--- config.mk ---
export PLATFORM = sky130hd
export DESIGN_NAME = rgb_color_ramp_generator_core
export DESIGN_NICKNAME = d
export VERILOG_FILES = /design/src/sv/rcrg_pkg.sv /design/src/sv/rcrg_front.sv /design/src/sv/rcrg_queue.sv /design/src/sv/rcrg_back.sv /design/src/sv/rgb_color_ramp_generator_core.sv
export VERILOG_INCLUDE_DIRS = /design/src /design/src/sv
export SDC_FILE = /design/constraint.sdc
export NUM_CORES = 1
export LEC_CHECK = 0
export ABC_AREA = 1
export CORE_UTILIZATION = 60
export DETAILED_ROUTE_END_ITERATION = 8
export DONT_BUFFER_PORTS = 1
export GPL_TIMING_DRIVEN = 0
export PLACE_DENSITY = 0.86
export SETUP_SLACK_MARGIN = 0.2
export SYNTH_ARGS = -nofsm -noshare
export SYNTH_HDL_FRONTEND = slang
export SYNTH_HIERARCHICAL = 1
export SYNTH_SLANG_ARGS = --single-unit
export TNS_END_PERCENT = 30
--- constraint.sdc ---
create_clock -name clk -period 5.9 [get_ports clk]
set_clock_uncertainty 0.2 [all_clocks]
set_input_delay 0.295 -clock clk [delete_from_list [all_inputs] [get_ports clk]]
set_output_delay 0.295 -clock clk [all_outputs]
set_load 0.005 [all_outputs]
--- src/sv/assert_macros.svh ---
// Assertion macros shared by the color ramp generator RTL.
// Depends on nothing; included by files that carry concurrent assertions.
`ifndef ASSERT_MACROS_SVH
`define ASSERT_MACROS_SVH

// The condition must never hold outside reset.
`define ASSERT_NEVER(lbl, clk, rst_n, cond) \
	lbl: assert property (@(posedge clk) disable iff (!(rst_n)) !(cond)) \
		else $error("assertion failed: condition must never hold");

// The antecedent implies the consequent in the same cycle.
`define ASSERT_IMPLIES(lbl, clk, rst_n, ante, cons) \
	lbl: assert property (@(posedge clk) disable iff (!(rst_n)) (ante) |-> (cons)) \
		else $error("assertion failed: implication does not hold");

// The antecedent implies the consequent in the next cycle.
`define ASSERT_NEXT(lbl, clk, rst_n, ante, cons) \
	lbl: assert property (@(posedge clk) disable iff (!(rst_n)) (ante) |=> (cons)) \
		else $error("assertion failed: next-cycle implication does not hold");

`endif

--- src/sv/rcrg_pkg.sv ---
// Shared types and constants of the color ramp generator.
// Depends on nothing; used by every module of the block.
package rcrg_pkg;

	localparam int CHAN_W          = 8;
	localparam int NUM_CHAN        = 3;
	localparam int STEP_W          = 6;
	localparam int MAX_STEPS_DEF   = 63;
	localparam int QUEUE_DEPTH_DEF = 2;

	typedef logic [NUM_CHAN-1:0][CHAN_W-1:0] color_t;

	typedef enum logic [1:0] {
		FS_IDLE,
		FS_DIV,
		FS_PUSH
	} front_state_t;

	typedef enum logic {
		BS_IDLE,
		BS_RUN
	} back_state_t;

	typedef struct packed {
		color_t                    start;
		color_t                    stop;
		color_t                    inc;
		logic [NUM_CHAN-1:0]       down;
		logic [STEP_W-1:0]         n;
		logic                      emit;
	} job_t;

	typedef struct packed {
		logic full;
		logic empty;
	} q_status_t;

endpackage

--- src/sv/rcrg_front.sv ---
// Front part: accepts a ramp request, clamps the step count and divides the
// channel differences by it, one quotient bit per cycle. Depends on rcrg_pkg.
module rcrg_front #(
	parameter int MAX_STEPS = rcrg_pkg::MAX_STEPS_DEF
) (
	input  logic                         clk,
	input  logic                         arst_n,
	input  logic                         push,
	output logic                         full,
	input  logic [23:0]                  start_color,
	input  logic [23:0]                  end_color,
	input  logic [rcrg_pkg::STEP_W-1:0]  step_count,
	input  logic                         emit_start,
	input  rcrg_pkg::q_status_t          q_stat,
	output logic                         q_push,
	output rcrg_pkg::job_t               q_job
);

	localparam int CW = rcrg_pkg::CHAN_W;
	localparam int NC = rcrg_pkg::NUM_CHAN;
	localparam int SW = rcrg_pkg::STEP_W;
	localparam int BW = $clog2(CW);

	rcrg_pkg::front_state_t state_q, state_d;
	rcrg_pkg::color_t       start_q, stop_q, quo_q;
	logic [NC-1:0][SW-1:0]  rem_q;
	logic [NC-1:0]          down_q;
	logic [SW-1:0]          n_q;
	logic                   emit_q;
	logic [BW-1:0]          bit_q;
	logic                   accept;
	logic [SW-1:0]          n_clamp;
	rcrg_pkg::color_t       start_in, stop_in;
	logic [NC-1:0][SW:0]    trial;
	logic [NC-1:0]          qbit;

	assign start_in = rcrg_pkg::color_t'(start_color);
	assign stop_in  = rcrg_pkg::color_t'(end_color);
	assign accept   = push && !full;

	always_comb begin
		if (step_count == '0) begin
			n_clamp = SW'(1);
		end else if (step_count > SW'(MAX_STEPS)) begin
			n_clamp = SW'(MAX_STEPS);
		end else begin
			n_clamp = step_count;
		end
	end

	always_comb begin
		for (int c = 0; c < NC; c++) begin
			trial[c] = {rem_q[c], quo_q[c][CW-1]};
			qbit[c]  = (trial[c] >= {1'b0, n_q});
		end
	end

	always_comb begin
		state_d = state_q;
		unique case (state_q)
			rcrg_pkg::FS_IDLE: begin
				if (accept) begin
					state_d = rcrg_pkg::FS_DIV;
				end
			end
			rcrg_pkg::FS_DIV: begin
				if (bit_q == BW'(CW - 1)) begin
					state_d = rcrg_pkg::FS_PUSH;
				end
			end
			rcrg_pkg::FS_PUSH: begin
				if (!q_stat.full) begin
					state_d = rcrg_pkg::FS_IDLE;
				end
			end
			default: state_d = rcrg_pkg::FS_IDLE;
		endcase
	end

	always_comb begin
		full   = 1'b1;
		q_push = 1'b0;
		unique case (state_q)
			rcrg_pkg::FS_IDLE: full = 1'b0;
			rcrg_pkg::FS_DIV:  full = 1'b1;
			rcrg_pkg::FS_PUSH: q_push = !q_stat.full;
			default:           full = 1'b1;
		endcase
	end

	always_ff @(posedge clk or negedge arst_n) begin
		if (!arst_n) begin
			state_q <= rcrg_pkg::FS_IDLE;
		end else begin
			state_q <= state_d;
		end
	end

	always_ff @(posedge clk) begin
		if (accept) begin
			start_q <= start_in;
			stop_q  <= stop_in;
			n_q     <= n_clamp;
			emit_q  <= emit_start;
			bit_q   <= '0;
			for (int c = 0; c < NC; c++) begin
				down_q[c] <= start_in[c] > stop_in[c];
				quo_q[c]  <= (start_in[c] > stop_in[c]) ? start_in[c] - stop_in[c]
				                                        : stop_in[c] - start_in[c];
				rem_q[c]  <= '0;
			end
		end else if (state_q == rcrg_pkg::FS_DIV) begin
			bit_q <= bit_q + BW'(1);
			for (int c = 0; c < NC; c++) begin
				quo_q[c] <= {quo_q[c][CW-2:0], qbit[c]};
				rem_q[c] <= qbit[c] ? SW'(trial[c] - {1'b0, n_q}) : trial[c][SW-1:0];
			end
		end
	end

	assign q_job.start = start_q;
	assign q_job.stop  = stop_q;
	assign q_job.inc   = quo_q;
	assign q_job.down  = down_q;
	assign q_job.n     = n_q;
	assign q_job.emit  = emit_q;

endmodule

--- src/sv/rcrg_queue.sv ---
// Short job queue between the front and back parts of the ramp generator.
// Depends on rcrg_pkg for the job and status types.
module rcrg_queue #(
	parameter int DEPTH = rcrg_pkg::QUEUE_DEPTH_DEF
) (
	input  logic                clk,
	input  logic                arst_n,
	input  logic                wr,
	input  rcrg_pkg::job_t      wr_job,
	input  logic                rd,
	output rcrg_pkg::job_t      rd_job,
	output rcrg_pkg::q_status_t stat
);

	localparam int PW = (DEPTH > 1) ? $clog2(DEPTH) : 1;
	localparam int CNTW = $clog2(DEPTH + 1);

	rcrg_pkg::job_t mem_q [DEPTH];
	logic [PW-1:0]   wr_ptr_q, rd_ptr_q;
	logic [CNTW-1:0] cnt_q;

	assign stat.full  = (cnt_q == CNTW'(DEPTH));
	assign stat.empty = (cnt_q == '0);
	assign rd_job     = mem_q[rd_ptr_q];

	always_ff @(posedge clk) begin
		if (wr) begin
			mem_q[wr_ptr_q] <= wr_job;
		end
	end

	always_ff @(posedge clk or negedge arst_n) begin
		if (!arst_n) begin
			wr_ptr_q <= '0;
			rd_ptr_q <= '0;
			cnt_q    <= '0;
		end else begin
			if (wr) begin
				wr_ptr_q <= (wr_ptr_q == PW'(DEPTH - 1)) ? '0 : wr_ptr_q + PW'(1);
			end
			if (rd) begin
				rd_ptr_q <= (rd_ptr_q == PW'(DEPTH - 1)) ? '0 : rd_ptr_q + PW'(1);
			end
			if (wr && !rd) begin
				cnt_q <= cnt_q + CNTW'(1);
			end else if (rd && !wr) begin
				cnt_q <= cnt_q - CNTW'(1);
			end
		end
	end

endmodule

--- src/sv/rcrg_back.sv ---
// Back part: takes a divided job from the queue and emits the ramp colors,
// one per cycle while pop keeps up, through an output register. Depends on rcrg_pkg.
module rcrg_back (
	input  logic                         clk,
	input  logic                         arst_n,
	input  rcrg_pkg::q_status_t          q_stat,
	input  rcrg_pkg::job_t               q_job,
	output logic                         q_pop,
	output logic                         empty,
	input  logic                         pop,
	output logic [rcrg_pkg::CHAN_W-1:0]  red,
	output logic [rcrg_pkg::CHAN_W-1:0]  green,
	output logic [rcrg_pkg::CHAN_W-1:0]  blue,
	output logic                         last
);

	localparam int NC = rcrg_pkg::NUM_CHAN;
	localparam int SW = rcrg_pkg::STEP_W;

	rcrg_pkg::back_state_t state_q, state_d;
	rcrg_pkg::job_t        job_q;
	rcrg_pkg::color_t      cur_q, nxt, out_q;
	logic [SW-1:0]         idx_q;
	logic                  first_q;
	logic                  valid_q;
	logic                  last_q;
	logic                  adv;
	logic                  stepping;

	assign adv      = (state_q == rcrg_pkg::BS_RUN) && (!valid_q || pop);
	assign stepping = !first_q && (idx_q < job_q.n);

	always_comb begin
		for (int c = 0; c < NC; c++) begin
			nxt[c] = job_q.down[c] ? cur_q[c] - job_q.inc[c] : cur_q[c] + job_q.inc[c];
		end
	end

	always_comb begin
		state_d = state_q;
		unique case (state_q)
			rcrg_pkg::BS_IDLE: begin
				if (!q_stat.empty) begin
					state_d = rcrg_pkg::BS_RUN;
				end
			end
			rcrg_pkg::BS_RUN: begin
				if (adv && !first_q && !stepping) begin
					state_d = rcrg_pkg::BS_IDLE;
				end
			end
			default: state_d = rcrg_pkg::BS_IDLE;
		endcase
	end

	always_comb begin
		q_pop = 1'b0;
		unique case (state_q)
			rcrg_pkg::BS_IDLE: q_pop = !q_stat.empty;
			rcrg_pkg::BS_RUN:  q_pop = 1'b0;
			default:           q_pop = 1'b0;
		endcase
	end

	always_ff @(posedge clk or negedge arst_n) begin
		if (!arst_n) begin
			state_q <= rcrg_pkg::BS_IDLE;
			valid_q <= 1'b0;
		end else begin
			state_q <= state_d;
			if (adv) begin
				valid_q <= 1'b1;
			end else if (pop) begin
				valid_q <= 1'b0;
			end
		end
	end

	always_ff @(posedge clk) begin
		if (q_pop) begin
			job_q   <= q_job;
			cur_q   <= q_job.start;
			idx_q   <= SW'(1);
			first_q <= q_job.emit;
		end else if (adv) begin
			if (first_q) begin
				out_q   <= cur_q;
				last_q  <= 1'b0;
				first_q <= 1'b0;
			end else if (stepping) begin
				out_q  <= nxt;
				last_q <= 1'b0;
				cur_q  <= nxt;
				idx_q  <= idx_q + SW'(1);
			end else begin
				out_q  <= job_q.stop;
				last_q <= 1'b1;
			end
		end
	end

	assign empty = !valid_q;
	assign red   = out_q[2];
	assign green = out_q[1];
	assign blue  = out_q[0];
	assign last  = last_q;

endmodule

--- src/sv/rgb_color_ramp_generator_core.sv ---
// Top level of the RGB888 color ramp generator.
// Depends on rcrg_pkg, rcrg_front, rcrg_queue, rcrg_back and assert_macros.svh.

// Each request beat yields its ramp as one result beat per cycle while pop
// keeps up: the start color when emit_start is set, then n-1 accumulated
// colors (n is step_count, zero taken as one), then the end color with last
// set. The front takes a request, divides all three channel differences by
// n bit-serially and hands the job to the queue (two entries by default),
// waiting while it is full; full stays high until the job is queued. The
// back drains the queue independently, so a new request can be taken while
// the back still emits the previous ramp.
`include "assert_macros.svh"

module rgb_color_ramp_generator_core #(
	parameter int MAX_STEPS   = rcrg_pkg::MAX_STEPS_DEF,
	parameter int QUEUE_DEPTH = rcrg_pkg::QUEUE_DEPTH_DEF
) (
	input  logic                         clk,
	input  logic                         arst_n,
	input  logic                         push,
	output logic                         full,
	input  logic [23:0]                  start_color,
	input  logic [23:0]                  end_color,
	input  logic [rcrg_pkg::STEP_W-1:0]  step_count,
	input  logic                         emit_start,
	output logic                         empty,
	input  logic                         pop,
	output logic [rcrg_pkg::CHAN_W-1:0]  red,
	output logic [rcrg_pkg::CHAN_W-1:0]  green,
	output logic [rcrg_pkg::CHAN_W-1:0]  blue,
	output logic                         last
);

	rcrg_pkg::q_status_t q_stat;
	rcrg_pkg::job_t      wr_job, rd_job;
	logic                q_push, q_pop;

	rcrg_front #(
		.MAX_STEPS(MAX_STEPS)
	) u_front (
		.clk        (clk),
		.arst_n     (arst_n),
		.push       (push),
		.full       (full),
		.start_color(start_color),
		.end_color  (end_color),
		.step_count (step_count),
		.emit_start (emit_start),
		.q_stat     (q_stat),
		.q_push     (q_push),
		.q_job      (wr_job)
	);

	rcrg_queue #(
		.DEPTH(QUEUE_DEPTH)
	) u_queue (
		.clk   (clk),
		.arst_n(arst_n),
		.wr    (q_push),
		.wr_job(wr_job),
		.rd    (q_pop),
		.rd_job(rd_job),
		.stat  (q_stat)
	);

	rcrg_back u_back (
		.clk   (clk),
		.arst_n(arst_n),
		.q_stat(q_stat),
		.q_job (rd_job),
		.q_pop (q_pop),
		.empty (empty),
		.pop   (pop),
		.red   (red),
		.green (green),
		.blue  (blue),
		.last  (last)
	);

	`ASSERT_NEVER(a_no_push_when_full, clk, arst_n, q_push && q_stat.full)
	`ASSERT_IMPLIES(a_pop_needs_job, clk, arst_n, q_pop, !q_stat.empty)
	`ASSERT_NEXT(a_busy_after_accept, clk, arst_n, push && !full, full)

endmodule

==> results.cfg, run 1 <==
[clock_tree]
clk_pin_slew_worst_paths_ps = 60
cts_root_buf = clkbuf_16
cts-resized-gates = 0
ctsHtreeMaxLevel = 2
cts_buffers = 38
clockBufferDepth = 3
clock_latency_ps = 540
cts_tree = built
clkSinkCount = 388

[run_status]
status = completed

[setup_path]
worstPathRequired_ps = 5700
critical_path_depth = 5
cp-end-kind = flop
slowest_delay_ps = 850
cp_slowest_cell = nand2_1
cp.arrival_ps = 3120
cp-start-kind = flop
path_cells = nor2_1, nor2_2, clkinv_1, clkbuf_1, nand2_1
reg2reg_slack_ps = 2580
r2r_end = u_back/cur_q[22]
r2r_start = u_queue/cnt_q[0]
startpoint = u_queue/cnt_q[0]
crit_buf_inv = 2
reg2reg_depth = 5
crit_family = simple AND/OR/NAND/NOR gates
critical_path_class = flop to flop
cp_max_fo = 24

[routing]
drc = 0
wire_per_inst_um = 20.06
drt_wl_total_mm = 48.88
drt_iter0_markers = 1822
avgViaCountPerCell = 5.882
dr.pass1.iters = 6
num_vias = 14330
final_antenna_net_count = 0

[global_route]
overflow = 0
grt_pass1_vias = 14180
grtUsageTotal_pct = 29.21
grt_pass1_wl_mm = 75.43
grt_max_degree = 68
antenna_found_initial = 1

[final_layout]
layout.area.seq_um2 = 11340
layout_common_cells = nand2_1 (566), edfxtp_1 (353), inv_1 (247), nand3_1 (123), ha_1 (96)
multi_input_area_um2 = 7218
fin_area_um2 = 22400
final_common_cell = nand2_1
n_fill_cell = 2046
nets = 2130
fin_cells = 2436
final_layout_size_suffix_gt1_share_pct = 11.99
syn_to_final_growth_pct = 12.58

[timing]
min_period_ps = 3318
setup-violations-final = 0
final-max-slew-violation-count = 0
slew_headroom_pct = 22.56
clock.fmax_mhz = 301.4
worst_pin_slew_ps = 1159
grt_setup_unrepaired = no
period_share_pct = 56.23
finalHoldViolCount = 0

[pwr]
p_per_area_nw_per_um2 = 538.3
ir_worst_vdd_uv = 275.9
leakagePower_nw = 9.854

[synthesis]
yosys_warnings = 6
postSynthNetCount = 2027
syn_avg_cell_area_um2 = 10.70
ys_async_sr_fraction_pct = 2.062
ys_seq_elements = 388
ys.flop_type = edfxtp_1
synthCells = 1860
netlist_area_um2 = 19900
ys_seq_area_share_pct = 57.00
synth_edf_count = 353
synth_cell_types = 47

[floorplan]
io_pins = 86
rows = 66
core-area_um2 = 32620
start_util_pct = 61.00
dieArea_um2 = 33890
dieHeight_um = 184.1
die_x_um = 184.1

[placement]
placed_area_um2 = 20560
port_buffers = 0
place_congestion = 0.9097
dp.cells = 2306
hpwlAfterDp_mm = 31.09

[hold_path]
hp-class = input port to flop
worstHoldStart = end_color[8]
hold_depth = 2
hold_path_end = u_front/q_job[18]

[job]
maxCapViolCount = 0
## cell usage after synthesis (4+ instances only)
master,count,area share (%)
mux2_4,70,5.3
nand2_2,18,0.57
nand4_1,30,0.94
dfrtp_1,8,1.0
mux2_2,12,0.68
buf_6,6,0.34
buf_12,7,0.70
xor2_1,38,1.7
clkbuf_1,14,0.26
dfxtp_1,27,2.7
nand3_2,15,0.75
o21ai_0,28,0.70
nand3_1,123,3.1
inv_2,4,0.075
inv_1,248,4.7
nor2_1,55,1.0
ha_1,96,6.0
xnor2_1,15,0.66
nand2_1,566,11
nor2_2,8,0.25
buf_4,5,0.19
or2_2,6,0.19
o21ai_1,5,0.13
edfxtp_1,353,53
nand3b_1,6,0.23
a21oi_1,47,1.2
buf_2,10,0.25
fa_1,12,1.2
## final cells by class
cell class	count	area share (%)
clock inverter	21	1.011
buffer	47	1.720
sequential	388	50.63
timing repair buffer	63	3.061
inverter	255	4.317
antenna	1	0.01117
tap	442	2.469
multi-input combinational	1170	32.22
clock buffer	49	4.563
## metrics by stage
stage                     worst slack (ps)  util (%)  setup TNS, ps  hold slack [ps]  power [mW]
final                                 2582     68.68              0            10.45       12.06
after detailed placement              2680     63.03              0           -200.4       9.372
after global placement              -833.8     62.70         -67660           -200.4       9.079
after floorplan                      988.2         -              0           -200.6       8.112
after global routing                  2510     68.68              0            36.20       12.74
after CTS                             2668     68.67              0            9.547       11.93
## metal layers
layer	GRT usage, %	wire length (um)	up-vias
met5	0	0	-
met4	14.63	2767	0
met3	5.098	4508	248
met2	49.32	23230	981
met1	36.31	18370	6710
li1	-	-	6389
## cell families (layout without fill, tap and decap cells)
family / count (synthesis) / after routing / synth area share (%)
multiplexers: 82 / 82 / 5.961
AND/OR/NAND/NOR: 838 / 838 / 18.25
buffers and inverters: 302 / 435 / 6.766
flip-flops: 388 / 388 / 57.00
adder cells (fa/ha/maj): 108 / 108 / 7.244
AO/OA/AOI/OAI: 89 / 89 / 2.452
other: 0 / 1 / 0
XOR/XNOR: 53 / 53 / 2.333
## report_power, final
part	internal, mW	leakage (nW)	switching [mW]
combinational	1.86	5.65	3.16
clock	1.41	0.608	1.05
sequential	4.10	3.59	0.470
total	7.37	9.85	4.69
## worst max path at each step
| stage | to |
|---|---|
| global route | u_back/cur_q[21] |
| detailed placement | u_back/cur_q[22] |
| floorplan | u_queue/mem_q[0][0] |
| CTS | u_back/cur_q[21] |
| finish | u_back/cur_q[22] |
| global placement | u_queue/mem_q[0][54] |
## what timing repair did
| action | 4_1_cts | 5_1_grt |
|---|---|---|
| setup buffers | 0 | 0 |
| endpoints found under the hold margin | 64 | 0 |
| hold buffers | 59 | 0 |
## flip-flops by register name, summed over array words and instances, names as in the netlist, 2 cells and up
name,cells
u_front/state_q,2
u_back/blue,8
u_back/job_q,57
u_back/idx_q,6
u_front/down_q,3
u_back/green,8
u_queue/mem_q,164
u_front/bit_q,3
u_front/n_q,6
u_back/red,8
u_front/q_job,72
u_front/rem_q,18
u_queue/cnt_q,2
u_back/cur_q,24
Power figures use the tool's default switching activity.
==> run 2: changes to the inputs <==
--- a/config.mk
+++ b/config.mk
@@ -6,7 +6,7 @@
 export SDC_FILE = /design/constraint.sdc
 export NUM_CORES = 1
 export LEC_CHECK = 0
-export ABC_AREA = 1
+export ABC_AREA = 0
 export CORE_UTILIZATION = 60
 export DETAILED_ROUTE_END_ITERATION = 8
 export DONT_BUFFER_PORTS = 1
==> constraint.sdc (replaced) <==
create_clock -name clk -period 3.1 [get_ports clk]
set_clock_uncertainty 0.2 [all_clocks]
set_input_delay 0.155 -clock clk [delete_from_list [all_inputs] [get_ports clk]]
set_output_delay 0.155 -clock clk [all_outputs]
set_load 0.005 [all_outputs]
==> results.cfg, run 2 <==
[run_status]
status = completed

[timing]
fin_tns_setup_ps = 0
final-max-slew-violation-count = 0
min_period_ps = 3076
slew_headroom_pct = 21.10
finalHoldViolCount = 0
grt_setup_unrepaired = yes
setup_slack_ps = 24.26
period_share_pct = 99.22
setup-violations-final = 0
clock.fmax_mhz = 325.1
worst_pin_slew_ps = 1184

[floorplan]
start_util_pct = 60.94
dieArea_um2 = 31700
io_pins = 86
die_x_um = 178.0
dieHeight_um = 178.0
core-area_um2 = 30510
rows = 64

[final_layout]
syn_to_final_growth_pct = 15.26
largest_register_ffs = 164
fin_cells = 1875
nets = 1614
layout_common_cells = edfxtp_1 (353), inv_1 (94), ha_1 (91), nand2_1 (90), mux2_4 (70)
final_common_cell = edfxtp_1
regMostFlops = u_queue/mem_q
final_layout_size_suffix_gt1_share_pct = 17.46

[clock_tree]
clock_latency_ps = 560
clockBufferDepth = 3
cts_root_buf = clkbuf_16
clk_pin_slew_worst_paths_ps = 80
clkSinkCount = 388
cts_tree = built
cts_buffers = 39
ctsHtreeMaxLevel = 2

[synthesis]
yosysMostFrequentCell = edfxtp_1
synth_compound_area_share_pct = 8.997
ys_seq_elements = 388
ys_async_sr_fraction_pct = 2.062
postSynthNetCount = 1496
synth_edf_count = 353
synth_top_cell_area_share_pct = 57.01
synthSimpleGateAreaFrac_pct = 5.767
yosys.area.top_type = edfxtp_1
ys_seq_area_share_pct = 61.00
ys.flop_type = edfxtp_1
yosys_warnings = 6
synth.mux.area_fraction_pct = 9.233
synthTopCellsByArea = edfxtp_1 (57%), ha_1 (6.5%), mux2_4 (5.7%)
synth_top_family_by_area = multiplexers
yosys.area_share.xor_xnor_pct = 3.250
synth_cell_types = 60
synth_common_cells = edfxtp_1 (353), ha_1 (96), inv_1 (95), nand2_1 (90), mux2_4 (70)
netlist_area_um2 = 18590
syn_avg_cell_area_um2 = 13.99
synthAdderAreaFrac_pct = 7.752
synthCells = 1329

[setup_path]
critical_path_class = input port to flop
critical_path_depth = 11
cp.arrival_ps = 3150
cp_max_fo = 8
cp-start-kind = input port
crit_buf_inv = 3
cp_slowest_cell = dlygate4sd3_1
path_cells = dlygate4sd3_1, inv_1, ha_1, fa_1, nand3b_1, a21oi_1, o22a_1, buf_4, mux2i_1, xor2_1, o21ai_0
slowest_delay_ps = 630
crit_family = buffers and inverters
cp-end-kind = flop
worstPathRequired_ps = 3170
reg2reg_depth = 7

[global_route]
grtUsageTotal_pct = 29.55
grt_pass1_vias = 12030
antenna_found_initial = 1
overflow = 0
grt_max_degree = 62
grt_pass1_wl_mm = 69.55

[job]
maxCapViolCount = 0

[hold_path]
hold_depth = 1
hp-class = input port to flop

[routing]
drc = 0
drt_wl_total_mm = 50.01
wire_per_inst_um = 26.67
avgViaCountPerCell = 6.586
drt_iter0_markers = 1653
final_antenna_net_count = 0
dr.pass1.iters = 6
num_vias = 12350

[placement]
hpwlAfterDp_mm = 28.97
port_buffers = 0
place_congestion = 0.8859
dp.cells = 1731
dp_slack_ps = 43.53

[pwr]
ir_worst_vdd_uv = 599.6
p_per_area_nw_per_um2 = 1018
power.total_mw = 21.82
leakagePower_nw = 8.289
==> run 2: through the flow <==
stage               hold WS [ps]  utilization (%)  instance area [um^2]
global route               9.646            70.24                 21430
floorplan                 -340.6                -                 18600
detailed placement        -340.2            63.05                 19240
global placement          -340.2            62.59                 19100
finish                     15.90            70.24                 21430
CTS                        4.493            69.42                 21180
==> run 2: worst paths after layout <==
path | end | slack [ps] | startpoint
worst max-delay path | u_front/q_job[21] | 20 | start_color[8]
worst min-delay path | u_front/q_job[41] | 20 | end_color[7]
worst max register to register | u_back/red[0] | 70 | u_back/idx_q[2]
worst min register to register | u_queue/mem_q[1][38] | 250 | u_front/q_job[38]
max in group asynchronous | u_queue/cnt_q[0] | 1840 | arst_n
min in group asynchronous | u_back/state_q | 440 | arst_n
==> run 2: area by class of cell <==
| cell class | count | area (um^2) |
|---|---|---|
| timing repair buffer | 77 | 828.3 |
| multi-input combinational | 789 | 6699 |
| antenna | 1 | 2.502 |
| buffer | 57 | 396.6 |
| sequential | 388 | 11340 |
| tap | 396 | 495.5 |
| inverter | 95 | 356.6 |
| fill | 1757 | 9079 |
| clock buffer | 47 | 1047 |
| clock inverter | 25 | 264.0 |
==> run 2: cell families after synthesis <==
logic type	after synthesis
xor gates and xnor gates	69
and+or+nand+nor	227
buffers and inverters	152
DFF	388
AOI/OAI and AO/OA	252
adders and majority gates	108
muxes	133
==> run 2: power by group <==
group          internal, mW  switching [mW]
clock                  2.78            2.14
sequential             7.60           0.857
combinational          3.66            4.79
total                  14.0            7.78
==> run 2: repair_timing <==
| item | 4_1_cts | 5_1_grt |
|---|---|---|
| buffers inserted | 1 | 10 |
| endpoints found under the setup margin | 27 | 47 |
| resized for setup | 6 | 36 |
| hold buffers | 59 | 0 |
| gates cloned | 0 | 1 |
| endpoints found under the hold margin | 80 | 0 |
| pin swaps | 2 | 8 |
==> run 2: routing by layer <==
| layer | GRT usage (%) | up-vias | wire length, um |
|---|---|---|---|
| li1 | - | 5151 | - |
| met1 | 37.67 | 6093 | 17930 |
| met2 | 50.45 | 908 | 24730 |
| met3 | 5.094 | 196 | 4950 |
| met4 | 11.25 | 0 | 2399 |
| met5 | 0 | - | 0 |
